$ cat src/hw/rtl/pts_pkg.sv
// Shared constants and helpers for the particle thrust step block.
`default_nettype none
package pts_pkg;
    localparam int unsigned FracBitsDef = 16;
    localparam int unsigned DtBits      = 16;
    localparam int unsigned ThrustGain  = 1000;
    localparam int unsigned FrictionQ16 = 64225;
    localparam logic [15:0] StepTimeRst = 16'd1092;
    localparam logic [23:0] RadiusRst   = 24'd65536;
    localparam logic [30:0] BoxHalfRst  = 31'd13107200;

    localparam logic [1:0] OpThrust = 2'd0;
    localparam logic [1:0] OpLoadPos = 2'd1;
    localparam logic [1:0] OpLoadVel = 2'd2;

    localparam logic [1:0] RegStepTime = 2'd0;
    localparam logic [1:0] RegRadius   = 2'd1;
    localparam logic [1:0] RegBoxHalf  = 2'd2;

    // Saturate a 66-bit signed value to 32 bits.
    function automatic logic signed [31:0] sat32(input logic signed [65:0] x);
        logic signed [65:0] hi;
        logic signed [65:0] lo;
        begin
            hi = 66'sd2147483647;
            lo = -66'sd2147483648;
            if (x > hi) sat32 = 32'sh7fffffff;
            else if (x < lo) sat32 = 32'sh80000000;
            else sat32 = x[31:0];
        end
    endfunction

    // Divide by 2^16, round to nearest, ties up (floor of x + half).
    function automatic logic signed [65:0] rnd16(input logic signed [65:0] x);
        logic signed [65:0] t;
        begin
            t = x + 66'sd32768;
            rnd16 = t >>> DtBits;
        end
    endfunction
endpackage
`default_nettype wire

$ cat src/hw/rtl/pts_divsqrt.sv
// Bit-serial unit: 64-bit integer square root, then restoring divides.
`default_nettype none
module pts_divsqrt (
    input  wire logic        i_clk,
    input  wire logic        i_rst_n,
    input  wire logic        i_sqrt_start,
    input  wire logic [63:0] i_radicand,
    input  wire logic        i_div_start,
    input  wire logic [63:0] i_dividend,
    output logic             o_busy,
    output logic [63:0]      o_result
);
    import pts_pkg::*;

    localparam logic [1:0] SIdle = 2'd0;
    localparam logic [1:0] SSqrt = 2'd1;
    localparam logic [1:0] SDiv  = 2'd2;

    logic [1:0]  r_state, n_state;
    logic [5:0]  r_cnt, n_cnt;
    logic [63:0] r_acc, n_acc;   // remainder
    logic [63:0] r_q, n_q;       // root or quotient
    logic [63:0] r_n, n_n;       // shifting operand
    logic [63:0] r_div, n_div;   // latched root used as divisor
    logic [65:0] w_trial;
    logic [64:0] w_rem;

    // One root bit or one quotient bit per cycle
    always_comb begin
        n_state = r_state; n_cnt = r_cnt; n_acc = r_acc; n_q = r_q;
        n_n = r_n; n_div = r_div;
        w_trial = '0; w_rem = '0;
        case (r_state)
            SIdle: begin
                if (i_sqrt_start) begin
                    n_state = SSqrt; n_cnt = 6'd31; n_acc = '0; n_q = '0;
                    n_n = i_radicand;
                end else if (i_div_start) begin
                    n_state = SDiv; n_cnt = 6'd63; n_acc = '0; n_q = '0;
                    n_n = i_dividend;
                end
            end
            SSqrt: begin
                w_trial = {r_acc, r_n[63:62]} - {r_q, 2'b01};
                if (!w_trial[65]) begin
                    n_acc = w_trial[63:0]; n_q = {r_q[62:0], 1'b1};
                end else begin
                    n_acc = {r_acc[61:0], r_n[63:62]}; n_q = {r_q[62:0], 1'b0};
                end
                n_n = {r_n[61:0], 2'b00};
                n_cnt = r_cnt - 6'd1;
                // keep the root as divisor for all following divides
                if (r_cnt == '0) begin
                    n_state = SIdle;
                    n_div = n_q;
                end
            end
            SDiv: begin
                w_rem = {r_acc, r_n[63]} - {1'b0, r_div};
                if (!w_rem[64]) begin
                    n_acc = w_rem[63:0]; n_q = {r_q[62:0], 1'b1};
                end else begin
                    n_acc = {r_acc[62:0], r_n[63]}; n_q = {r_q[62:0], 1'b0};
                end
                n_n = {r_n[62:0], 1'b0};
                n_cnt = r_cnt - 6'd1;
                if (r_cnt == '0) n_state = SIdle;
            end
            default: n_state = SIdle;
        endcase
    end

    always_ff @(posedge i_clk) begin
        if (!i_rst_n) begin
            r_state <= SIdle;
        end else begin
            r_state <= n_state;
        end
        r_cnt <= n_cnt; r_acc <= n_acc; r_q <= n_q; r_n <= n_n; r_div <= n_div;
    end

    assign o_busy = (r_state != SIdle);
    assign o_result = r_q;

`ifndef SYNTHESIS
    a_state_ok: assert property (@(posedge i_clk) disable iff (!i_rst_n)
        r_state != 2'd3) else $error("bad unit state");
    a_start_idle: assert property (@(posedge i_clk) disable iff (!i_rst_n)
        (i_sqrt_start && !o_busy) |=> o_busy) else $error("start not taken");
    a_sqrt_len: assert property (@(posedge i_clk) disable iff (!i_rst_n)
        (r_state == SSqrt && r_cnt == '0) |=> !o_busy) else $error("sqrt overrun");
`endif
endmodule
`default_nettype wire

$ cat config.mk
export PLATFORM = sky130hd
export DESIGN_NAME = pts_divsqrt
export DESIGN_NICKNAME = d
export VERILOG_FILES = /design/src/hw/rtl/pts_pkg.sv /design/src/hw/rtl/pts_divsqrt.sv
export SDC_FILE = /design/constraint.sdc
export NUM_CORES = 1
export LEC_CHECK = 0
export BUFFER_PORTS_ARGS = -buffer_cell sky130_fd_sc_hd__clkbuf_2
export CORE_MARGIN = 4
export CORE_UTILIZATION = 48
export DETAILED_ROUTE_END_ITERATION = 16
export HOLD_SLACK_MARGIN = 0.12
export PLACE_DENSITY = 0.73
export REMOVE_ABC_BUFFERS = 1
export SYNTH_ARGS = -nofsm -noshare
export SYNTH_HDL_FRONTEND = slang
export SYNTH_SLANG_ARGS = --single-unit
$ cat constraint.sdc
create_clock -name i_clk -period 16.14 [get_ports i_clk]
set_clock_uncertainty 0.1 [all_clocks]
set_input_delay 3.228 -clock i_clk [delete_from_list [all_inputs] [get_ports i_clk]]
set_output_delay 3.228 -clock i_clk [all_outputs]
set_load 0.005 [all_outputs]
* After elaboration in Yosys (flattened, before gate mapping)
Index checks and enable logic that the tools add are counted.
** Storage, ports and cells
- Bits in registers :: 264
- Latch bits :: 0
- Memory bits (writable) :: 0
- ROM bits :: 0
- Input bits :: 132
- Output and inout bits :: 65
- Word-level logic and storage cells :: 41
- Memories kept :: 0
** Operators by class
- $add $sub $neg :: 3
- $mul :: 0
- Div/mod/pow operators :: 0
- Magnitude comparators :: 0
- Eq/ne operators :: 4
- Shift-type cells :: 0
- Muxes and demuxes :: 18
- Bitwise logic cells :: 0
- Reduce and logical (&&, ||, !) cells :: 10
** Operators with widths (number)
- $pmux W64 S3 :: 3
- $mux W64 :: 6
- $sub A66 B66 Y66 :: 1
- $sub A65 B64 Y65 :: 1
- $mux W6 :: 2
- $pmux W6 S2 :: 1
- $reduce_and A2 Y1 :: 4
- $logic_not A6 Y1 :: 1
- $mux W2 :: 3
- $sub A6 B1 Y6 const B :: 1
- $pmux W2 S2 :: 1
- $reduce_bool A2 Y1 :: 2
- $ne A3 B3 Y1 const B :: 1
- $reduce_bool A3 Y1 :: 1
- $eq A2 B1 Y1 const B :: 1
- $eq A2 B2 Y1 const B :: 1
- $logic_not A2 Y1 :: 1
- $mux W1 :: 2
- $ne A2 B1 Y1 const B :: 1
- $reduce_or A2 Y1 :: 1

* Longest topological paths before layout
Gate-level depths: netlist (run 1).
- Word-level depth :: 4
- Mapped depth :: 16

* Least setup slack after synthesis (run 1)
Ideal clock, no wire load.
- Path kind :: input port to flip-flop
- From :: input port i_sqrt_start
- To :: register r_q[0] (netlist: o_result[0]) (enable)
- Setup time :: 0.823 ns
- Arrival :: 13.709 ns
- Data required time :: 15.217 ns
- Slack :: 1.508 ns
- Cell stages on the path :: 5
- Path buffers :: 3
- Cell sequence :: clkbuf_1 -> buf_1 -> clkbuf_1 -> nor2_1 -> a21oi_1
** On the way
- Cells in the longest elaborated chain, start to end :: 2
** RTL lines
- start: declaration :: line pts_divsqrt.sv:6 : input wire logic i_sqrt_start,
- $ne A3 B3 Y1 (no source line)
- $reduce_and A2 Y1 (no source line)
- end signal: assignment :: line pts_divsqrt.sv:79 : r_cnt <= n_cnt; r_acc <= n_acc; r_q <= n_q; r_n <= n_n; r_div <= n_div;
- end: declaration :: line pts_divsqrt.sv:22 : logic [63:0] r_q, n_q;
Every way passes these cells.
A chain may end at the register's enable or synchronous reset.

* Final worst setup path (run 1)
- From :: register r_n[63]
- To :: register r_acc[37], data pin
** On the way
- Cells in the longest elaborated chain, start to end :: 3
- Elaborated cells between the ends (all ways) :: 5
** RTL lines
- start: declaration :: line pts_divsqrt.sv:23 : logic [63:0] r_n, n_n;
- start signal: assignment :: line pts_divsqrt.sv:79
- $sub A66 B66 Y66 / $sub A65 B64 Y65 (equally long branches) :: line pts_divsqrt.sv:44, pts_divsqrt.sv:59
- $mux W64, on equally long branches :: line pts_divsqrt.sv:45, pts_divsqrt.sv:60
- $pmux W64 S3 (*) :: line pts_divsqrt.sv:33 : case (r_state)
- via n_acc[37] :: line pts_divsqrt.sv:21 : logic [63:0] r_acc, n_acc;
- end signal: assignment :: line pts_divsqrt.sv:79
- end: declaration :: line pts_divsqrt.sv:21
Mark *: on every way through the listed nets, which the timed path passes. The rest lies on a longest branch.

==> results.sh, run 1 <==
export IMPL_ys_ff_latch=264
export IMPL_drt_iter0_markers=1503
export IMPL_routed_wl_um=59900
export IMPL_hold_viol=0
export IMPL_crit_path_cell_trace="inv_1, ha_1, fa_1, nand2b_1, a21oi_2, a41oi_2, o31a_2, nand3_1, a31oi_2, a21oi_4, mux2i_4, nand2_4, nor2_1, a221o_1"
export IMPL_critical_path_max_stage_delay_ns=0.74
export IMPL_viasPerCell=6.14
export IMPL_tightest_slew_ns=1.21
export IMPL_synth_common_cells="262 x edfxtp_1, 236 x a21oi_1, 168 x inv_1"
export IMPL_dpl_cell_count=2817
export IMPL_cts_root_buf="clkbuf_16"
export IMPL_placed_cell_area_sq_mm=0.0217
export IMPL_die_w_um=215
export IMPL_grt_pass1_wl_um=94500
export IMPL_ctsLongestPathBuffers=3
export IMPL_power_internal_w=0.00298
export IMPL_syn2layout_area_growth_pct=10.8
export IMPL_clk_latency_ns=0.59
export IMPL_p_leak_nw=9.40
export IMPL_min_path_cells=0
export IMPL_status="finished clean"
export IMPL_fin_area_sq_mm=0.0227
export IMPL_critPathMaxFanout=47
export IMPL_cts_buffers=31
export IMPL_cp_required_ns=16.49
export IMPL_setup_tns_ns=0
export IMPL_slew_headroom=0.192
export IMPL_slowest_stage="nand2_4"
export IMPL_synth_edff_count=262
export IMPL_num_antenna_cells=0
export IMPL_p_per_area_mw_per_mm2=256
export IMPL_fmax_mhz=186
export IMPL_gp_congestion=0.956
export IMPL_ant_nets=0
export IMPL_fill_cells=3895
export IMPL_ys_flop_type="edfxtp_1"
export IMPL_drtPass1Iterations=5
export IMPL_end_kind="flip-flop"
export IMPL_crit_family="compound AO/OA/AOI/OAI gates"
export IMPL_coreArea_sq_mm=0.0420
export IMPL_arrival_ns=5.73
export IMPL_netlist_cell_type_count=89
export IMPL_antenna_found_initial=0
export IMPL_grt_pass1_vias=17293
export IMPL_cts_tree="built"
export IMPL_postSynth_asyncResetShare=0
export IMPL_avgRoutedWirePerCell_um=20.8
export IMPL_r2r_cells=14
export IMPL_die_area_sq_mm=0.0461
export IMPL_min_period_ns=5.38
export IMPL_cap_violations=0
export IMPL_cts_resized=0
export IMPL_row_count=75
export IMPL_grt_ovfl_total=0
export IMPL_cts_sinks=264
export IMPL_ctsHoldBuffers=0
export IMPL_yosysMostFrequentCell="edfxtp_1"
export IMPL_p_sw_w=0.00283
export IMPL_pin_count=197
export IMPL_num_vias=17645
export IMPL_crit_buf_inv=1
export IMPL_multi_input_area_sq_mm=0.0114
export IMPL_synth_area_top_cells="edfxtp_1 38%, ha_1 8.1%, a21oi_1 5.8%"
export IMPL_grtUsageTotal=0.248
export IMPL_min_path_type="flip-flop to flip-flop"
export IMPL_start_util=0.487
export IMPL_cts_clk_slew_worst_paths_ns=0.06
export IMPL_yosysSeqAreaShare=0.386
export IMPL_synth_area_per_cell_sq_um=9.34
export IMPL_die_y_um=215
export IMPL_rsz0062_at_grt="false"
export IMPL_grt_max_degree=97
export IMPL_dp_final_hpwl_um=43800
export IMPL_drc=0
export IMPL_final_max_slew_viol_count=0
export IMPL_htree_levels=1
export IMPL_critical_path_class="flip-flop to flip-flop"
export IMPL_seqCellArea_sq_mm=0.00791
export IMPL_swShare=0.487
export IMPL_setup_violations_final=0
export IMPL_syn_area_sq_mm=0.0205
export IMPL_pwr_share_seq=0.233
export IMPL_fin_cells=2875
export IMPL_comb_power_share=0.645
export IMPL_cts_setup_buffers=0
export IMPL_syn_instance_count=2194
export IMPL_vdd_ir_drop_max_mv=0.290
export IMPL_yosys_warnings=0
export IMPL_layout_drive_gt1_share=0.125
export IMPL_p_clk_frac=0.122
export IMPL_nets=2577
export IMPL_startpoint_type="flip-flop"
export IMPL_post_route_period_util=0.334
export IMPL_synth_top_area_frac=0.384
export IMPL_yosysTopAreaCell="edfxtp_1"
export IMPL_crit_cells=14
export IMPL_portBuffers=196
## state kept, by name (all words and copies together) (netlist names)
register	flops
r_state	2
r_div	64
o_result	64
r_acc	64
r_n	64
r_cnt	6
## worst reg2reg max path: stages (launching register included)
cell      delay, ns
edfxtp_1       0.43
inv_1          0.08
ha_1           0.22
fa_1           0.42
nand2b_1       0.18
a21oi_2        0.21
a41oi_2        0.34
o31a_2         0.47
nand3_1        0.11
a31oi_2        0.16
a21oi_4        0.27
mux2i_4        0.70
nand2_4        0.75
nor2_1         0.57
a221o_1        0.23
## routing by layer
metal | up-vias | GRT usage | share of wire | wire, um
li1 | 8422 | - | - | -
met1 | 8434 | 0.357 | 0.45 | 27000
met2 | 716 | 0.399 | 0.45 | 27200
met3 | 73 | 0.0418 | 0.080 | 4780
met4 | 0 | 0.0463 | 0.016 | 975
met5 | - | 0 | 0 | 0
## final cells by class
class	count	share of cell area
tap	539	0.0297
multi-input combinational	1638	0.503
timing repair buffer	208	0.0473
clock buffer	42	0.0369
sequential	264	0.348
inverter	168	0.0278
clock inverter	16	0.00755
## per-stage QoR
stage	worst slack [ns]	total power [W]	hold WS, ns	utilization
after global routing	10.56	0.00622	0.427	0.540
after detailed placement	10.22	0.00503	0.390	0.516
after floorplan	2.42	0.00413	0.362	-
after CTS	10.78	0.00576	0.406	0.540
final	10.76	0.00581	0.404	0.540
after global placement	10.29	0.00497	0.382	0.516
## final timing paths
path                startpoint         to  slack, ns
setup reg to reg       r_n[63]  r_acc[37]      10.76
setup / recovery       r_n[63]  r_acc[37]      10.76
hold / removal    o_result[45]  r_div[46]       0.40
hold reg to reg   o_result[45]  r_div[46]       0.40
## placed cells by master (no fill, tap or decap), types with 25 or more instances in the layout
cell type and n:
nor2_1 96, nand4_1 35, nand2_1 130, xnor2_1 72
a211oi_1 74, o21ai_0 92, xor2_1 48, a22oi_1 66
nor2b_1 79, clkbuf_16 31, nand3_1 44, a21oi_1 235
o21bai_1 25, inv_1 168, ha_1 130, edfxtp_1 262
o22ai_1 44, mux2i_1 89, clkbuf_2 195, a21o_1 58
and2_1 73
## kinds of logic (layout without fill, tap and decap cells)
logic type / count (synthesis) / in the layout / synth area share
mux: 92 / 92 / 0.0460
simple gates: 543 / 543 / 0.137
buf+inv: 292 / 434 / 0.0592
compound gates: 748 / 748 / 0.237
fa+ha+maj: 134 / 134 / 0.0822
flops: 264 / 264 / 0.386
xor+xnor: 121 / 121 / 0.0521
## power by group through the flow
stage | clock network [W] | logic, W | registers, W
2_1_floorplan | 0 | 0.00278 | 0.00135
3_3_place_gp | 0 | 0.00361 | 0.00136
3_5_place_dp | 0 | 0.00367 | 0.00136
4_1_cts | 0.000721 | 0.00369 | 0.00135
5_1_grt | 0.000752 | 0.00408 | 0.00139
6_report | 0.000706 | 0.00375 | 0.00136
Power figures use the tool's default switching activity.
==> run 2: changes to the inputs <==
- clock period: 16.14 -> 5.48 ns (I/O delays scaled with it)
==> run 2 against run 1 <==
Highest routed layer is now met5. Worst hold slack got worse by 0.0063 ns. Critical path depth increased by 1. Flip-flop and latch count unchanged. Sequential power increased to 2.9 times the previous value. Sequential share of layout area decreased by 0.20 points. Non-clock buffer count increased by 6.
==> results.sh, run 2 (synthesis results as in run 1) <==
export IMPL_cts_root_buf="clkbuf_16"
export IMPL_viasPerCell=6.17
export IMPL_grt_pass1_vias=17670
export IMPL_routed_wl_um=61600
export IMPL_cts_setup_buffers=0
export IMPL_place_ws_ns=1.18
export IMPL_comb_power_share=0.653
export IMPL_arrival_ns=4.58
export IMPL_die_y_um=215
export IMPL_pwr_share_seq=0.226
export IMPL_drt_iter0_markers=1585
export IMPL_grt_pass1_wl_um=96400
export IMPL_placed_cell_area_sq_mm=0.0218
export IMPL_p_per_area_mw_per_mm2=765
export IMPL_p_sw_w=0.00858
export IMPL_syn2layout_area_growth_pct=11.5
export IMPL_cap_violations=0
export IMPL_layout_drive_gt1_share=0.127
export IMPL_drtPass1Iterations=5
export IMPL_dp_final_hpwl_um=46000
export IMPL_cts_tree="built"
export IMPL_ant_nets=0
export IMPL_critical_path_class="flip-flop to flip-flop"
export IMPL_ctsLongestPathBuffers=3
export IMPL_power_internal_w=0.00890
export IMPL_layout_common_cells="262 x edfxtp_1, 235 x a21oi_1, 195 x clkbuf_2"
export IMPL_cp_required_ns=5.67
export IMPL_cts_buffers=34
export IMPL_clk_latency_ns=0.55
export IMPL_nets=2586
export IMPL_htree_levels=2
export IMPL_grt_max_degree=113
export IMPL_final_max_slew_viol_count=0
export IMPL_tightest_slew_ns=1.25
export IMPL_avgRoutedWirePerCell_um=21.4
export IMPL_ctsHoldBuffers=0
export IMPL_swShare=0.491
export IMPL_cts_clk_slew_worst_paths_ns=0.06
export IMPL_cts_resized=0
export IMPL_slew_headroom=0.148
export IMPL_pin_count=197
export IMPL_start_util=0.487
export IMPL_drc=0
export IMPL_row_count=75
export IMPL_setup_violations_final=0
export IMPL_num_vias=17782
export IMPL_fin_area_sq_mm=0.0228
export IMPL_portBuffers=196
export IMPL_vdd_ir_drop_max_mv=0.553
export IMPL_end_kind="flip-flop"
export IMPL_grtUsageTotal=0.257
export IMPL_rsz0062_at_grt="false"
export IMPL_min_period_ns=4.39
export IMPL_grt_ovfl_total=0
export IMPL_min_path_type="flip-flop to flip-flop"
export IMPL_die_w_um=215
export IMPL_cts_sinks=264
export IMPL_antenna_found_initial=1
export IMPL_fin_ws_ns=1.09
export IMPL_mostFrequentLayoutCell="edfxtp_1"
export IMPL_gp_congestion=0.969
export IMPL_post_route_period_util=0.801
export IMPL_coreArea_sq_mm=0.0420
export IMPL_hold_viol=0
export IMPL_die_area_sq_mm=0.0461
export IMPL_critPathMaxFanout=11
export IMPL_p_clk_frac=0.122
export IMPL_fmax_mhz=228
export IMPL_startpoint_type="flip-flop"
export IMPL_status="finished clean"
export IMPL_p_leak_nw=9.46
[run 2: changes by cell type in the layout (fill, tap and decap cells not counted), sizes merged]
cell      change
buf           +6
bufinv        -2
clkbuf        -2
clkinv        +4
clkinvlp      +1
diode         +1
[run 2: per-layer routing]
metal	up-vias	share of wire	wire length [um]	global-route usage
li1	8429	-	-	-
met1	8462	0.44	27300	0.357
met2	771	0.45	27600	0.407
met3	118	0.075	4620	0.0459
met4	2	0.032	1950	0.0882
met5	-	0.00018	11	0
[run 2: stage by stage]
| stage | instances | hold slack, ns | utilization | TNS, ns | power, W |
|---|---|---|---|---|---|
| floorplan | 2070 | 0.362 | - | -1563.21 | 0.0104 |
| global placement | 2823 | 0.376 | 0.518 | 0 | 0.0150 |
| detailed placement | 2823 | 0.392 | 0.518 | 0 | 0.0151 |
| CTS | 2882 | 0.402 | 0.543 | 0 | 0.0173 |
| global route | 2882 | 0.425 | 0.543 | 0 | 0.0187 |
| finish | 2883 | 0.397 | 0.543 | 0 | 0.0175 |
[run 2: worst max-delay path: stages, from the launching register on]
cell      delay [ns]
edfxtp_1        0.42
inv_1           0.09
ha_1            0.23
fa_1            0.41
nand2b_1        0.18
a21oi_2         0.22
a41oi_2         0.26
o31a_2          0.43
nand3_1         0.10
a31oi_2         0.16
a21oi_4         0.25
mux2_4          0.36
nor2_4          0.24
buf_4           0.30
o21ai_0         0.12
a22o_1          0.24
[run 2: path summary, 6_finish.rpt]
kind | from | endpoint | slack (ns) | cells past startpoint
max | r_n[63] | r_acc[0] | 1.09 | 15
min | o_result[8] | r_div[9] | 0.40 | 0
max reg2reg | r_n[63] | r_acc[0] | 1.09 | 15
min reg2reg | o_result[8] | r_div[9] | 0.40 | 0
[run 2: final cells by class]
cell class	count	area, sq um
fill	3858	19200
multi-input combinational	1638	11400
sequential	264	7910
timing repair buffer	214	1170
clock buffer	40	905
tap	539	674
inverter	168	631
clock inverter	19	140
antenna	1	2.50
[run 2: power groups by stage]
stage          registers (W)  clock network [W]  logic, W
3_5_place_dp         0.00397                  0    0.0111
4_1_cts              0.00394            0.00217    0.0112
3_3_place_gp         0.00394                  0    0.0110
6_report             0.00395            0.00212    0.0114
2_1_floorplan        0.00372                  0   0.00666
5_1_grt              0.00405            0.00225    0.0123
